==> src/rtl/core/lwck_pkg.sv <==
// Shared types, constants and helper functions for the leg wheel center kinematics block.
// This package has no dependencies. All other files in rtl/core use it.
package lwck_pkg;

  localparam int unsigned CordicW = 34;
  localparam logic signed [CordicW-1:0] CordicGain = 34'sd652032874;
  localparam logic signed [CordicW-1:0] RadPerCdeg = 34'sd187403;

  localparam logic [1:0] LegIdx0 = 2'd0;
  localparam logic [1:0] LegIdx1 = 2'd1;
  localparam logic [1:0] LegIdx2 = 2'd2;

  localparam logic [1:0] RegLegLength = 2'd0;
  localparam logic [1:0] RegBodyDrop = 2'd1;
  localparam logic [1:0] RegMountRadius = 2'd2;

  typedef struct packed {
    logic                      vld;
    logic [1:0]                leg;
    logic                      negp;
    logic                      negl;
    logic signed [CordicW-1:0] xp;
    logic signed [CordicW-1:0] yp;
    logic signed [CordicW-1:0] zp;
    logic signed [CordicW-1:0] xl;
    logic signed [CordicW-1:0] yl;
    logic signed [CordicW-1:0] zl;
  } cordic_t;

  function automatic logic signed [CordicW-1:0] atan_q30(input int unsigned idx);
    logic signed [CordicW-1:0] r;
    case (idx)
      0: r = 34'sh03243F6A8;
      1: r = 34'sh01DAC6705;
      2: r = 34'sh00FADBAFC;
      3: r = 34'sh007F56EA6;
      4: r = 34'sh003FEAB76;
      5: r = 34'sh001FFD55B;
      6: r = 34'sh000FFFAAA;
      7: r = 34'sh0007FFF55;
      8: r = 34'sh0003FFFEA;
      9: r = 34'sh0001FFFFD;
      10: r = 34'sh0000FFFFF;
      11: r = 34'sh00007FFFF;
      12: r = 34'sh00003FFFF;
      13: r = 34'sh00001FFFF;
      14: r = 34'sh00000FFFF;
      15: r = 34'sh000007FFF;
      16: r = 34'sh000003FFF;
      17: r = 34'sh000001FFF;
      18: r = 34'sh000000FFF;
      19: r = 34'sh0000007FF;
      20: r = 34'sh0000003FF;
      21: r = 34'sh0000001FF;
      22: r = 34'sh0000000FF;
      23: r = 34'sh00000007F;
      default: r = '0;
    endcase
    return r;
  endfunction

  function automatic logic signed [15:0] mount_cos(input logic [1:0] leg);
    logic signed [15:0] r;
    case (leg)
      LegIdx1, LegIdx2: r = -16'sd16384;
      default: r = 16'sd32767;
    endcase
    return r;
  endfunction

  function automatic logic signed [15:0] mount_sin(input logic [1:0] leg);
    logic signed [15:0] r;
    case (leg)
      LegIdx1: r = 16'sd28378;
      LegIdx2: r = -16'sd28378;
      default: r = 16'sd0;
    endcase
    return r;
  endfunction

endpackage

==> src/rtl/core/lwck_prep.sv <==
// Angle reduction and radian scaling that load the first CORDIC cell.
// Depends on lwck_pkg.
module lwck_prep (
  input  logic                clk_i,
  input  logic                rst_ni,
  input  logic                en_i,
  input  logic                vld_i,
  input  logic [1:0]          leg_i,
  input  logic signed [15:0]  pan_i,
  input  logic signed [15:0]  lift_i,
  output lwck_pkg::cordic_t   cell_o
);

  function automatic logic [18:0] fold(input logic signed [17:0] a_in);
    logic signed [17:0] a;
    logic               neg;
    a = a_in;
    neg = 1'b0;
    if (a >= 18'sd18000) begin
      a = a - 18'sd36000;
    end else if (a < -18'sd18000) begin
      a = a + 18'sd36000;
    end
    if (a > 18'sd9000) begin
      a = 18'sd18000 - a;
      neg = 1'b1;
    end else if (a < -18'sd9000) begin
      a = -18'sd18000 - a;
      neg = 1'b1;
    end
    return {neg, a};
  endfunction

  logic signed [17:0] mnt;
  logic signed [17:0] p_raw;
  logic [18:0]        fp;
  logic [18:0]        fl;
  logic signed [17:0] ap;
  logic signed [17:0] al;
  lwck_pkg::cordic_t  cell_d;
  lwck_pkg::cordic_t  cell_q;

  always_comb begin
    case (leg_i)
      lwck_pkg::LegIdx1: mnt = 18'sd12000;
      lwck_pkg::LegIdx2: mnt = -18'sd12000;
      default: mnt = 18'sd0;
    endcase
    p_raw = 18'({{2{pan_i[15]}}, pan_i}) - mnt;
    fp = fold(p_raw);
    fl = fold(18'({{2{lift_i[15]}}, lift_i}));
    ap = fp[17:0];
    al = fl[17:0];
    cell_d.vld = vld_i;
    cell_d.leg = leg_i;
    cell_d.negp = fp[18];
    cell_d.negl = fl[18];
    cell_d.xp = lwck_pkg::CordicGain;
    cell_d.yp = '0;
    cell_d.zp = $signed({{16{ap[17]}}, ap}) * lwck_pkg::RadPerCdeg;
    cell_d.xl = lwck_pkg::CordicGain;
    cell_d.yl = '0;
    cell_d.zl = $signed({{16{al[17]}}, al}) * lwck_pkg::RadPerCdeg;
  end

  always_ff @(posedge clk_i or negedge rst_ni) begin
    if (!rst_ni) begin
      cell_q <= '0;
    end else if (en_i) begin
      cell_q <= cell_d;
    end
  end

  assign cell_o = cell_q;

endmodule

==> config.mk <==
export PLATFORM = sky130hd
export DESIGN_NAME = lwck_prep
export DESIGN_NICKNAME = d
export VERILOG_FILES = /design/src/rtl/core/lwck_pkg.sv /design/src/rtl/core/lwck_prep.sv
export SDC_FILE = /design/constraint.sdc
export NUM_CORES = 1
export LEC_CHECK = 0
export ABC_AREA = 1
export ABC_CLOCK_PERIOD_IN_PS = 3550
export BUFFER_PORTS_ARGS = -buffer_cell sky130_fd_sc_hd__buf_2
export CELL_PAD_IN_SITES_DETAIL_PLACEMENT = 1
export CELL_PAD_IN_SITES_GLOBAL_PLACEMENT = 1
export CORE_UTILIZATION = 49
export CTS_BUF_LIST = sky130_fd_sc_hd__clkbuf_16
export DETAILED_ROUTE_END_ITERATION = 16
export HOLD_SLACK_MARGIN = 0.12
export PLACE_DENSITY = 0.89
export SYNTH_ARGS = -nofsm -noshare
export SYNTH_HDL_FRONTEND = slang
export SYNTH_SLANG_ARGS = --single-unit
==> constraint.sdc <==
create_clock -name clk_i -period 3.55 [get_ports clk_i]
set_input_delay 0.355 -clock clk_i [delete_from_list [all_inputs] [get_ports clk_i]]
set_output_delay 0.355 -clock clk_i [all_outputs]
set_load 0.1 [all_outputs]
==> results of run 1 <==
==> cells in the mapped netlist, types with 4 or more instances <==
| master | number |
|---|---|
| a21boi_0 | 7 |
| a21o_1 | 5 |
| a21oi_1 | 80 |
| a21oi_2 | 5 |
| a31oi_1 | 10 |
| buf_4 | 137 |
| buf_6 | 6 |
| clkbuf_1 | 15 |
| dfrtp_1 | 74 |
| fa_1 | 193 |
| ha_1 | 327 |
| inv_1 | 457 |
| inv_2 | 32 |
| nand2_1 | 462 |
| nand2_2 | 39 |
| nand2_4 | 8 |
| nand3_1 | 86 |
| nand3_2 | 9 |
| nand3b_1 | 4 |
| nand4_1 | 12 |
| nor2_1 | 77 |
| nor3_1 | 8 |
| nor4_1 | 4 |
| o211ai_1 | 4 |
| o21ai_0 | 109 |
| o21ai_1 | 28 |
| o21ai_2 | 8 |
| o21bai_1 | 8 |
| or2_2 | 10 |
| xnor2_1 | 31 |
| xor2_1 | 81 |
==> cell families after synthesis <==
family,share of synthesized area [%]
simple gates,17.0
other cells,0.0201
buf+inv,16.2
compound gates,8.67
flops,9.94
xor+xnor,5.44
fa+ha+maj,42.7
==> metrics by stage <==
stage	TNS (ns)	std cells	setup WS, ns	utilization [%]
after detailed placement	-292.62	3516	-5.84	67.0
after global placement	-238.92	3516	-4.91	67.0
after floorplan	-190.99	2469	-4.39	-
==> metrics.yaml, run 1 <==
die_h_um: 197
synthesis.area_um2: 18600
yosysTopAreaCell: "ha_1"
start_util_pct: 49.6
placed_area_um2: 25200
cts_resized: 634
yosysUniqueCellTypes: 52
core.rowCount: 71
synth_ff_type: "dfrtp_1"
boundaryPins: 247
dp_hpwl_mm: 78.8
post_cts_buffers: 145
stop_error: "[ERROR DPL-0033] detailed placement checks failed during check placement."
postSynthCellCount: 2370
hold_buffers: 0
synth_top_area_share_pct: 22.0
ys_ff_latch: 74
gp_congestion: 0.995
cts.sinks: 74
synthTopCellsByArea: "ha_1 22%, fa_1 21%, dfrtp_1 9.9%"
status: "stopped before the end"
synth_edf_count: 0
haltStage: "4_1_cts"
cts_buffers: 9
syn_area_per_cell_um2: 7.86
fp.dieW_um: 197
yosysSeqAreaShare_pct: 9.94
ys_warn_count: 0
clock_tree.root_cell: "clkbuf_16"
port_buffers: 146
htreeDepth: 3
async_reset_ff_share_pct: 100
cts_buffer_depth: 2
==> inputs of run 2 (changes only) <==
==> config.mk (replaced) <==
export PLATFORM = sky130hd
export DESIGN_NAME = lwck_prep
export DESIGN_NICKNAME = d
export VERILOG_FILES = /design/src/rtl/core/lwck_pkg.sv /design/src/rtl/core/lwck_prep.sv
export SDC_FILE = /design/constraint.sdc
export NUM_CORES = 1
export LEC_CHECK = 0
export ABC_AREA = 1
export ABC_CLOCK_PERIOD_IN_PS = 3550
export BUFFER_PORTS_ARGS = -buffer_cell sky130_fd_sc_hd__buf_2
export CORE_UTILIZATION = 40
export DETAILED_ROUTE_END_ITERATION = 16
export PLACE_DENSITY_LB_ADDON = 0.15
export SYNTH_ARGS = -nofsm -noshare
export SYNTH_HDL_FRONTEND = slang
export SYNTH_SLANG_ARGS = --single-unit
==> run 2 against run 1 <==
  * The flow now finishes, with violations (negative setup slack)
  * Synthesized area stayed put
  * Synthesized cell count stayed put
==> metrics.yaml, run 2 <==
layout_common_cells: "602 x buf_4, 354 x inv_1, 353 x nand2_1, 179 x ha_1, 175 x fa_1"
place_ws_ns: -5.26  # +0.578 ns
grt_overflow: 0
finalCriticalPeriod_ns: 7.94
ant_nets: 0
port_buffers: 146  # unchanged
fin_nets: 3749
finalMaxSlewViolations: 0
postSynthCellCount: 2370  # unchanged
yosysSeqAreaShare_pct: 9.94  # unchanged
grt_util_met3_pct: 1.73
relSlewSlack_pct: 29.0
cts_buffer_depth: 2  # unchanged
cp_top_family: "adder cells"
postRouteWirelength_mm: 59.3
yosys-top-cells-count: "462 x nand2_1, 457 x inv_1, 327 x ha_1"
timing.final.crit_share_pct: 224
clock_latency_ns: 0.37
boundaryPins: 247  # unchanged
cp_slowest_stage_delay_ns: 0.57
yosysTopAreaCell: "ha_1"
finClkSkew_ns: 0
gp_congestion: 0.916  # -7.9%
cp.required_ns: 3.86
post_drt_via_cell_ratio: 4.66
synth_ff_type: "dfrtp_1"
fp.dieW_um: 218  # +11%
synthTopCellsByArea: "ha_1 22%, fa_1 21%, dfrtp_1 9.9%"
cp.arrival_ns: 8.24
yosysUniqueCellTypes: 52  # unchanged
areaGrowthSynthToFinish_pct: 62.2
drc: 0
final_util_pct: 66.1
ys_ff_latch: 74  # unchanged
synth_most_common_cell: "nand2_1"
die-area_um2: 47400
fillCellCount: 3699
syn_area_per_cell_um2: 7.86  # unchanged
ys_warn_count: 0  # unchanged
dp_cells: 3612  # +2.7%
first_pass_iters: 5
cp-end-kind: "register"
timing.final.ws_setup_ns: -4.39
cts.sinks: 74  # unchanged
final_cells: 3796
clkTransAtPathRegs_ns: 0.08
cp_num_buf_inv: 14
grt_pass1_wl_mm: 93.8
async_reset_ff_share_pct: 100  # unchanged
dp_hpwl_mm: 47.7  # -39%
antenna_found_initial: 0
timing.fmax_ghz: 0.126
grt_start_max_net_pins: 109
core-area_um2: 45700
core.rowCount: 78  # +9.9%
gr-usage-all-layers_pct: 25.1
grt_pass1_vias: 18957
worstMarginPinSlew_ns: 1.07
largest_reg_flops: 74
clock_tree.root_cell: "clkbuf_16"
hold_path_class: "input port to async pin"
violations: "negative setup slack"
status: "finished with violations"
drive_gt1_share_pct: 51.3
mostFrequentLayoutCell: "buf_4"
synthesis.area_um2: 18600  # unchanged
die_h_um: 218  # +11%
synth_edf_count: 0  # unchanged
grt_busiest_layer: "met2"
cpMostUsedCell: "nand2_2"
cp_slowest_cell: "fa_1"
drt_iter0_drc: 626
startpoint_type: "input port"
wl_per_cell_um: 15.6
worstSetupPathType: "input port to register"
hold_violations: 0
cts_buffers: 9  # unchanged
cts_tree: "built"
finalSetupViolCount: 65
globalRouteMet1Util_pct: 29.5
rsz0062_at_grt: "true"
n_antenna_cell: 0
htreeDepth: 3  # unchanged
synth_top_area_share_pct: 22.0  # unchanged
start_util_pct: 40.8  # -8.8 points
drv_cap: 0
vias: 17691
crit_path_max_fanout: 8
use_met2_pct: 47.9
-- run 2: final timing paths --
path                                to  cells after the start         from  slack [ns]
setup / recovery           cell_o[133]                     49     leg_i[0]       -4.39
hold / removal              cell_o[12]                      1       rst_ni        0.15
setup reg to reg           cell_o[171]                      1  cell_o[171]        2.38
hold reg to reg            cell_o[127]                      2  cell_o[127]        0.47
max in group asynchronous  cell_o[207]                      1       rst_ni        2.72
min in group clk_i         cell_o[208]                      3        vld_i        0.17
-- run 2: per-layer routing --
metal	vias to the layer above	part of all wire, %
li1	8833	-
met1	8536	41
met2	224	54
met3	98	1.6
met4	0	3.2
met5	-	0
-- run 2: stage by stage --
stage	hold slack [ns]	setup TNS, ns	cell area, um^2
floorplan	0.0594	-190.99	20900
global placement	0.449	-252.63	25400
detailed placement	0.458	-254.88	25400
CTS	0.154	-202.22	28400
global route	0.209	-230.44	30200
finish	0.154	-210.25	30200
-- run 2: area by class of cell --
type | instances | area, um^2 | area share (%)
Tap cell | 600 | 751 | 2.49
Timing Repair Buffer | 868 | 6780 | 22.4
Timing Repair inverter | 1 | 6.26 | 0.0207
Clock inverter | 6 | 95.1 | 0.315
Inverter | 491 | 1950 | 6.45
Sequential cell | 74 | 1850 | 6.13
Multi-Input combinational cell | 1746 | 18500 | 61.4
Clock buffer | 10 | 239 | 0.791
-- run 2: logic make-up after synthesis --
kind of cell | after synthesis | share of synthesized area (%)
flip-flops | 74 | 9.94
AO/OA/AOI/OAI | 282 | 8.67
AND/OR/NAND/NOR | 726 | 17.0
XOR/XNOR | 114 | 5.44
buffers and inverters | 653 | 16.2
other | 1 | 0.0201
adder cells (fa/ha/maj) | 520 | 42.7
-- run 2: timing repair --
| item | in CTS | in global routing |
|---|---|---|
| pin swaps | 294 | 189 |
| cloned | 5 | 0 |
| setup buffers | 117 | 66 |
| gates resized for setup | 408 | 278 |
| hold endpoints to repair | 0 | 0 |
| setup endpoints to repair | 67 | 67 |
| hold buffers | 0 | 0 |
Power of run 2 is not shown: default switching activity piles up to over one toggle a cycle in this logic, so the estimate is an artifact.
