## src/rtl/core/lwck_pkg.sv

```systemverilog
// Shared types, constants and helper functions for the leg wheel center kinematics block.
// This package has no dependencies. All other files in rtl/core use it.
package lwck_pkg;

  localparam int unsigned CordicW = 34;
  localparam logic signed [CordicW-1:0] CordicGain = 34'sd652032874;
  localparam logic signed [CordicW-1:0] RadPerCdeg = 34'sd187403;

  localparam logic [1:0] LegIdx0 = 2'd0;
  localparam logic [1:0] LegIdx1 = 2'd1;
  localparam logic [1:0] LegIdx2 = 2'd2;

  localparam logic [1:0] RegLegLength = 2'd0;
  localparam logic [1:0] RegBodyDrop = 2'd1;
  localparam logic [1:0] RegMountRadius = 2'd2;

  typedef struct packed {
    logic                      vld;
    logic [1:0]                leg;
    logic                      negp;
    logic                      negl;
    logic signed [CordicW-1:0] xp;
    logic signed [CordicW-1:0] yp;
    logic signed [CordicW-1:0] zp;
    logic signed [CordicW-1:0] xl;
    logic signed [CordicW-1:0] yl;
    logic signed [CordicW-1:0] zl;
  } cordic_t;

  function automatic logic signed [CordicW-1:0] atan_q30(input int unsigned idx);
    logic signed [CordicW-1:0] r;
    case (idx)
      0: r = 34'sh03243F6A8;
      1: r = 34'sh01DAC6705;
      2: r = 34'sh00FADBAFC;
      3: r = 34'sh007F56EA6;
      4: r = 34'sh003FEAB76;
      5: r = 34'sh001FFD55B;
      6: r = 34'sh000FFFAAA;
      7: r = 34'sh0007FFF55;
      8: r = 34'sh0003FFFEA;
      9: r = 34'sh0001FFFFD;
      10: r = 34'sh0000FFFFF;
      11: r = 34'sh00007FFFF;
      12: r = 34'sh00003FFFF;
      13: r = 34'sh00001FFFF;
      14: r = 34'sh00000FFFF;
      15: r = 34'sh000007FFF;
      16: r = 34'sh000003FFF;
      17: r = 34'sh000001FFF;
      18: r = 34'sh000000FFF;
      19: r = 34'sh0000007FF;
      20: r = 34'sh0000003FF;
      21: r = 34'sh0000001FF;
      22: r = 34'sh0000000FF;
      23: r = 34'sh00000007F;
      default: r = '0;
    endcase
    return r;
  endfunction

  function automatic logic signed [15:0] mount_cos(input logic [1:0] leg);
    logic signed [15:0] r;
    case (leg)
      LegIdx1, LegIdx2: r = -16'sd16384;
      default: r = 16'sd32767;
    endcase
    return r;
  endfunction

  function automatic logic signed [15:0] mount_sin(input logic [1:0] leg);
    logic signed [15:0] r;
    case (leg)
      LegIdx1: r = 16'sd28378;
      LegIdx2: r = -16'sd28378;
      default: r = 16'sd0;
    endcase
    return r;
  endfunction

endpackage

```

## src/rtl/core/lwck_cell.sv

```systemverilog
// One CORDIC rotation cell that advances both the pan and the lift vector by one step.
// Depends on lwck_pkg.
module lwck_cell #(
  parameter int unsigned STAGE = 0
) (
  input  logic              clk_i,
  input  logic              rst_ni,
  input  logic              en_i,
  input  lwck_pkg::cordic_t cell_i,
  output lwck_pkg::cordic_t cell_o
);

  localparam logic signed [lwck_pkg::CordicW-1:0] Atan = lwck_pkg::atan_q30(STAGE);

  lwck_pkg::cordic_t cell_d;
  lwck_pkg::cordic_t cell_q;

  always_comb begin
    cell_d = cell_i;
    if (!cell_i.zp[lwck_pkg::CordicW-1]) begin
      cell_d.xp = cell_i.xp - (cell_i.yp >>> STAGE);
      cell_d.yp = cell_i.yp + (cell_i.xp >>> STAGE);
      cell_d.zp = cell_i.zp - Atan;
    end else begin
      cell_d.xp = cell_i.xp + (cell_i.yp >>> STAGE);
      cell_d.yp = cell_i.yp - (cell_i.xp >>> STAGE);
      cell_d.zp = cell_i.zp + Atan;
    end
    if (!cell_i.zl[lwck_pkg::CordicW-1]) begin
      cell_d.xl = cell_i.xl - (cell_i.yl >>> STAGE);
      cell_d.yl = cell_i.yl + (cell_i.xl >>> STAGE);
      cell_d.zl = cell_i.zl - Atan;
    end else begin
      cell_d.xl = cell_i.xl + (cell_i.yl >>> STAGE);
      cell_d.yl = cell_i.yl - (cell_i.xl >>> STAGE);
      cell_d.zl = cell_i.zl + Atan;
    end
  end

  always_ff @(posedge clk_i or negedge rst_ni) begin
    if (!rst_ni) begin
      cell_q <= '0;
    end else if (en_i) begin
      cell_q <= cell_d;
    end
  end

  assign cell_o = cell_q;

endmodule

```

## config.mk

```make
export PLATFORM = sky130hd
export DESIGN_NAME = lwck_cell
export DESIGN_NICKNAME = d
export VERILOG_FILES = /design/src/rtl/core/lwck_pkg.sv /design/src/rtl/core/lwck_cell.sv
export SDC_FILE = /design/constraint.sdc
export NUM_CORES = 1
export LEC_CHECK = 0
export ABC_AREA = 1
export BUFFER_PORTS_ARGS = -buffer_cell sky130_fd_sc_hd__buf_2
export CORE_AREA = 2 2 314 239
export CTS_BUF_LIST = sky130_fd_sc_hd__clkbuf_4
export DETAILED_ROUTE_END_ITERATION = 16
export DIE_AREA = 0 0 316 241
export SLEW_MARGIN = 40
export SYNTH_ARGS = -nofsm -noshare
export SYNTH_HDL_FRONTEND = slang
export SYNTH_SLANG_ARGS = --single-unit
```

## constraint.sdc

```tcl
create_clock -name clk_i -period 1.79 [get_ports clk_i]
set_input_delay 0.0895 -clock clk_i [delete_from_list [all_inputs] [get_ports clk_i]]
set_output_delay 0.0895 -clock clk_i [all_outputs]
set_load 0.02 [all_outputs]
```

==> results of run 1 <==
==> power breakdown <==
group / switching [W] / total, W / internal, W
clock: 0.00253 / 0.00488 / 0.00235
sequential: 0.000586 / 0.00604 / 0.00546
combinational: 0.00814 / 0.0140 / 0.00581
==> worst min-delay path: stages <==
cell and delay [ns]:
buf_2 0.11, ha_2 0.23, buf_4 0.19, nor2_1 0.05, o21ai_0 0.12, o21ai_0 0.09
==> area by class of cell <==
type                       count  area (sq um)  area share
inverter                     484          1840      0.0477
multi-input combinational   3322         18300       0.475
clock inverter                19           113     0.00291
antenna                        7          17.5    0.000453
tap                          968          1210      0.0313
sequential                   207          5180       0.134
timing repair buffer        1537         11300       0.292
clock buffer                  86           646      0.0167
==> through the flow <==
stage | hold slack (ns) | worst slack, ns | total power, W
3_5_place_dp | 0.106 | -0.681 | 0.0189
3_3_place_gp | 0.108 | -0.667 | 0.0189
5_1_grt | 0.0166 | -0.121 | 0.0264
4_1_cts | 0.0000443 | 0.00625 | 0.0244
6_report | 0.0379 | -0.0633 | 0.0249
2_1_floorplan | -0.206 | -0.121 | 0.0125
==> how the worst max path moves through the flow <==
stage,from,endpoint,slack [ns],depth (start not counted)
2_1_floorplan,cell_i[33],cell_o[29]$_DFFE_PN0P_,-0.12,15
3_3_place_gp,cell_i[141],cell_o[150]$_DFFE_PN0P_,-0.67,13
3_5_place_dp,cell_i[141],cell_o[150]$_DFFE_PN0P_,-0.68,13
4_1_cts,cell_o[140]$_DFFE_PN0P_,cell_o[140],0.006,1
5_1_grt,cell_i[124],cell_o[129]$_DFFE_PN0P_,-0.12,13
6_report,cell_i[124],cell_o[129]$_DFFE_PN0P_,-0.06,13
==> layout by cell type, fill, tap and decap left out, types with 27 or more instances in the layout <==
cell type / synthesis / layout
a31oi_1: 34 / 34
inv_1: 459 / 452
ha_1: 256 / 230
buf_4: 41 / 905
nand2_1: 1296 / 1269
clkbuf_4: 0 / 86
nor2_1: 365 / 337
inv_2: 25 / 29
a21oi_2: 12 / 30
dlygate4sd3_1: 0 / 187
nand2_2: 22 / 45
dfrtp_1: 207 / 206
a21oi_1: 326 / 307
a21o_1: 27 / 27
o21ai_0: 225 / 209
nor2_2: 19 / 38
buf_2: 25 / 416
nand3_1: 362 / 345
o21ai_1: 55 / 63
nand4_1: 30 / 30
o21bai_1: 30 / 28
xor2_1: 65 / 64
==> repair_timing <==
item | CTS | global route
hold buffers | 193 | 0
endpoints found under the hold margin | 411 | 0
setup endpoints to repair | 1 | 87
resized for setup | 1 | 160
pin swaps | 0 | 18
buffers inserted | 0 | 6
==> cell families after synthesis <==
group,count (synthesis),share of synthesized area
buffers and inverters,616,0.100
XOR/XNOR,85,0.0294
AO/OA/AOI/OAI,764,0.167
AND/OR/NAND/NOR,2209,0.366
flip-flops,207,0.204
adder cells (fa/ha/maj),264,0.133
==> metal layers <==
| layer | global-route usage | routed length [um] |
|---|---|---|
| met1 | 0.466 | 59100 |
| met2 | 0.434 | 47700 |
| met3 | 0.0933 | 13700 |
| met4 | 0.0844 | 3340 |
| met5 | 0.0114 | 149 |
==> impl_results.md, run 1 <==
* Outcome: finished with violations
* Number of buffers created by CTS at 61
* Post-route cell area at 38,600 sq um
* IO Pins at approximately 420
* GRT Util Overall at 0.315
* Clock Tree Root: clkbuf_4
* Worst setup SP type: input port
* Post-Syn Instances at 4,145
* Max_slew headroom at 0.475
* R2R Path End: cell_o[34]$_DFFE_PN0P_
* Ys async rst share at 1.00
* Worst Path Class, Setup: in -> reg
* Arr. time, crit path at 2.59 ns
* Hold Crit Endpoint: cell_o[40]$_DFFE_PN0P_
* EDFF count, synth at 0
* Delay-heaviest family, CP: buffers and inverters
* PortBufs at 420
* Hold Path Class: in -> reg
* Initial core utilization at 0.348
* Tightest Pin Transition at 0.788 ns
* CP most frequent cell: nand2_1
* P_leak at 20.9 nW
* Worst Path Buf+Inv at 4
* Maximum clock path buffer count at 3
* Max_cap viols at 0
* H-tree lvl count at 2
* CP max stage cell: dlygate4sd3_1
* Share of layout cells above drive strength 1 at 0.306
* Max reg flops at 207
* Reg clk slew, reported paths at about 0.070 ns
* Yosys top cell area share at 0.204
* DRT Wirelength at 124,000 um
* Die X at 316 um
* Fill cells at 7,436
* P per Cell Area at 644 nW/um^2
* Post-Syn Area at 25,300 sq um
* Violated checks: setup timing
* Final min period at 1.85 ns
* CTS tree: yes
* Sequential element share of the synthesized area at 0.204
* Final ANT Viol Nets at 0
* Sink Count at 207
* Worst path cell trace: dlygate4sd3_1, buf_2, ha_1, nand2_1, nor2_2, inv_1, nor3_2, nand3_2, nand3_1, nand2_1, dlygate4sd3_1, nand3_1, nand2_1
* Placed Cells incl. Taps at 6,323
* Initial antenna violation count at 12
* Worst Setup Slack, final at -0.0633 ns
* Critical-path maximum fanout at 4
* Nets at 6,089
* First-pass iteration count of the detailed router at 10
* Total die area at roughly 76,000 sq um
* Skew final at 0 ns
* Worst path max stage delay at 0.56 ns
* GPL Wtd Cong at 1.03
* Fmax at 540 MHz
* Worst hold path stage count at 6
* Row cnt at 86
* R2R setup slack at 0.55 ns
* Die Y at 241 um
* Top cells by count, synth: 1,296 x nand2_1, 459 x inv_1, 365 x nor2_1
* Ys Warns at 0
* First-pass GRT wire length at 182,000 um
* Placed inst area at roughly 35,000 sq um
* # DRC at 0
* Period utilization at 1.04
* Synth Flop Type: dfrtp_1
* Most frequent cell after synthesis: nand2_1
* Grt ovf at 0
* Vias in the first global route at 31,019
* Vias per cell at 5.05
* Setup TNS at -0.0635 ns
* Synth Area per Inst at 6.11 sq um
* Synth-to-layout area growth at 52.5%
* Peak VDD IR at 0.000347 V
* Post-synth top area cell: dfrtp_1
* Vias at 33,471
* Final Core Density at 0.530
* Layout Cells excl Fill at 6,630
* Hold Vio Cnt, Final at 0
* Largest net degree at the start of global routing at 68
* R2R depth at 3
* Final setup fails at 2
* Required @ worst endpoint at 2.53 ns
* Post-synth cell types at 45
* Post-DP HPWL at 101,000 um
* Worst reg2reg startpoint: cell_o[34]$_DFFE_PN0P_
* Mean routed wirelength per cell at 18.7 um
* Clk Latency, worst-skew pair at ~0.88 ns
* Synth top area cells: dfrtp_1 20%, nand2_1 19%, ha_1 13%, nand3_1 7.1%, inv_1 6.8%
* Starting DRT DRC Count at 3,218
* Syn nets at 4,621
* Final Max Slew Viols at 0
* RSZ-0062 raised after global routing: yes
* Hold Crit Start: cell_i[74]
* Crit end category: flip-flop
* Core area at 72,800 sq um
* Synth Register Bits at between 200 and 250
Note: power is estimated with default switching activity, not from simulation.
==> run 2, diff against run 1 <==
--- a/config.mk
+++ b/config.mk
@@ -7,10 +7,13 @@
 export LEC_CHECK = 0
 export ABC_AREA = 1
 export BUFFER_PORTS_ARGS = -buffer_cell sky130_fd_sc_hd__buf_2
-export CORE_AREA = 2 2 314 239
+export CELL_PAD_IN_SITES_DETAIL_PLACEMENT = 1
+export CELL_PAD_IN_SITES_GLOBAL_PLACEMENT = 2
+export CORE_AREA = 2 2 319 242
 export CTS_BUF_LIST = sky130_fd_sc_hd__clkbuf_4
 export DETAILED_ROUTE_END_ITERATION = 16
-export DIE_AREA = 0 0 316 241
+export DIE_AREA = 0 0 321 244
+export PLACE_DENSITY_LB_ADDON = 0.1
 export SLEW_MARGIN = 40
 export SYNTH_ARGS = -nofsm -noshare
 export SYNTH_HDL_FRONTEND = slang
==> impl_results.md, run 2 (same netlist as run 1, synthesis figures left out) <==
* Outcome: finished with violations
* Violated checks: setup timing
* IO Pins at roughly 420
* Row cnt at 87
* Hold Crit Endpoint: cell_o[70]$_DFFE_PN0P_
* PortBufs at 420
* Number of buffers created by CTS at 66
* Most common cell after layout, fill and taps aside: nand2_1
* Reg clk slew, reported paths at 0.09 ns
* First-pass iteration count of the detailed router at 5
* Max reg flops at 207
* Hold Worst Slack at about 0.01 ns
* Worst reg2reg startpoint: cell_o[107]$_DFFE_PN0P_
* Mean routed wirelength per cell at between 20 and 25 um
* Final setup fails at 2
* Grt ovf at 0
* DRT Wirelength at approximately 140,000 um
* Tightest Pin Transition at 0.869 ns
* First-pass GRT wire length at 207,000 um
* Arr. time, crit path at between 2 and 3 ns
* Hold Vio Cnt, Final at 0
* Worst setup SP type: input port
* Hold Path Class: in -> reg
* Crit end category: flip-flop
* Critical-path maximum fanout at 2
* Worst Path Buf+Inv at 4
* Synth-to-layout area growth at 51.0%
* Skew final at 0 ns
* Clk Latency, worst-skew pair at ~0.82 ns
* Placed Cells incl. Taps at 6,354
* RSZ-0062 raised after global routing: yes
* R2R setup slack at 0.40 ns
* Vias in the first global route at 34,341
* CP max stage cell: dlygate4sd3_1
* Max_slew headroom at 0.419
* Largest net degree at the start of global routing at 73
* CP most frequent cell: dlygate4sd3_1
* Fill cells at 10,231
* Final Max Slew Viols at 0
* Worst Setup Slack, final at -0.0701 ns
* Total die area at between 70,000 and 80,000 sq um
* Worst path max stage delay at approximately 0.62 ns
* Placed inst area at 35,400 sq um
* Final Core Density at 0.511
* Hold Crit Start: cell_i[70]
* Maximum clock path buffer count at 3
* Worst path cell trace: dlygate4sd3_1, buf_2, fa_2, nor2_1, dlygate4sd3_1, o21ai_0, dlygate4sd3_1
* Layout Cells excl Fill at 6,635
* Post-route cell area at roughly 38,000 sq um
* R2R depth at 3
* P per Cell Area at between 600 and 700 nW/um^2
* Die X at roughly 320 um
* GPL Wtd Cong at 0.961
* Vias at 34,451
* Required @ worst endpoint at 2.49 ns
* Period utilization at 1.04
* Clock Tree Root: clkbuf_4
* Sink Count at a little over 200
* Nets at 6,083
* Vias per cell at 5.19
* Share of layout cells above drive strength 1 at 0.300
* CTS tree: yes
* Starting DRT DRC Count at 2,555
* H-tree lvl count at 3
* Most frequent cells in the layout: 1,281 x nand2_1, 928 x buf_4, 455 x inv_1, 416 x buf_2, 357 x nor2_1
* Worst Path Class, Setup: in -> reg
* Post-DP HPWL at between 100,000 and 150,000 um
* Worst hold path stage count at 6
* Final ANT Viol Nets at 0
* Delay-heaviest family, CP: buffers and inverters
* Peak VDD IR at around 0.00034 V
* P_leak at roughly 21 nW
* GRT Util Overall at 0.345
* Initial core utilization at 0.338
* Die Y at 244 um
* R2R Path End: cell_o[107]$_DFFE_PN0P_
* Max_cap viols at 0
* Final min period at 1.86 ns
* Setup TNS at -0.0745 ns
* Fmax at 538 MHz
* Core area at 74,900 sq um
* Initial antenna violation count at 15
* # DRC at 0
==> run 2: changes by cell type in the layout (fill, tap and decap cells not counted), sizes merged <==
cell,before,now
clkinvlp,0,3
dlygate4sd3,187,157
dlymetal6s4s,0,2
clkbuf,87,89
buf,1349,1366
inv,486,485
clkinv,16,17
==> run 2: what timing repair did <==
action                                  CTS  global route
hold buffers                            161             0
hold endpoints to repair                395             0
endpoints found under the setup margin    0            35
resized for setup                         0            84
buffers inserted                          0             4
==> run 2: worst max path at each step <==
stage,start,endpoint,slack (ns),cells after the start
floorplan,cell_i[33],cell_o[29]$_DFFE_PN0P_,-0.12,15
global route,cell_i[131],cell_o[134]$_DFFE_PN0P_,-0.04,13
global placement,cell_i[136],cell_o[160]$_DFFE_PN0P_,-0.63,13
CTS,cell_i[126],cell_o[134]$_DFFE_PN0P_,0.006,14
detailed placement,cell_i[144],cell_o[161]$_DFFE_PN0P_,-0.67,16
finish,cell_i[105],cell_o[107]$_DFFE_PN0P_,-0.07,7
==> run 2: through the flow <==
step	setup WS [ns]	total power [W]
after floorplan	-0.121	0.0125
after global placement	-0.628	0.0190
after detailed placement	-0.668	0.0193
after CTS	0.00613	0.0250
after global routing	-0.0419	0.0269
final	-0.0701	0.0254
==> run 2: routing by layer <==
metal	share of wire	routed length, um	global-route usage
met3	0.082	11300	0.0642
met4	0.027	3760	0.0919
met2	0.39	54700	0.488
met5	0.00035	49	0
met1	0.50	68700	0.526
==> run 2: where the power goes <==
part	total (W)	switching (W)	leakage, nW	internal [W]
Combinational	0.0142	0.00847	17.9	0.00572
Sequential	0.00605	0.000591	2.48	0.00546
Clock	0.00518	0.00274	0.467	0.00243
Total	0.0254	0.0118	20.8	0.0136
==> run 2: layout make-up <==
class / instances / area [sq um] / area share
diodes: 7 / 17.5 / 0.000458
flip-flops and latches: 207 / 5180 / 0.135
repair buffers: 1526 / 11100 / 0.290
clock buffers: 88 / 661 / 0.0173
well taps: 979 / 1220 / 0.0320
multi-input cells: 3322 / 18100 / 0.474
inverters: 484 / 1840 / 0.0482
clock inverters: 22 / 133 / 0.00347
==> run 2: worst min-delay path, stage by stage <==
cell      delay (ns)
buf_2           0.11
ha_4            0.16
buf_4           0.14
xnor2_1         0.12
o211ai_1        0.13
nand2_1         0.08
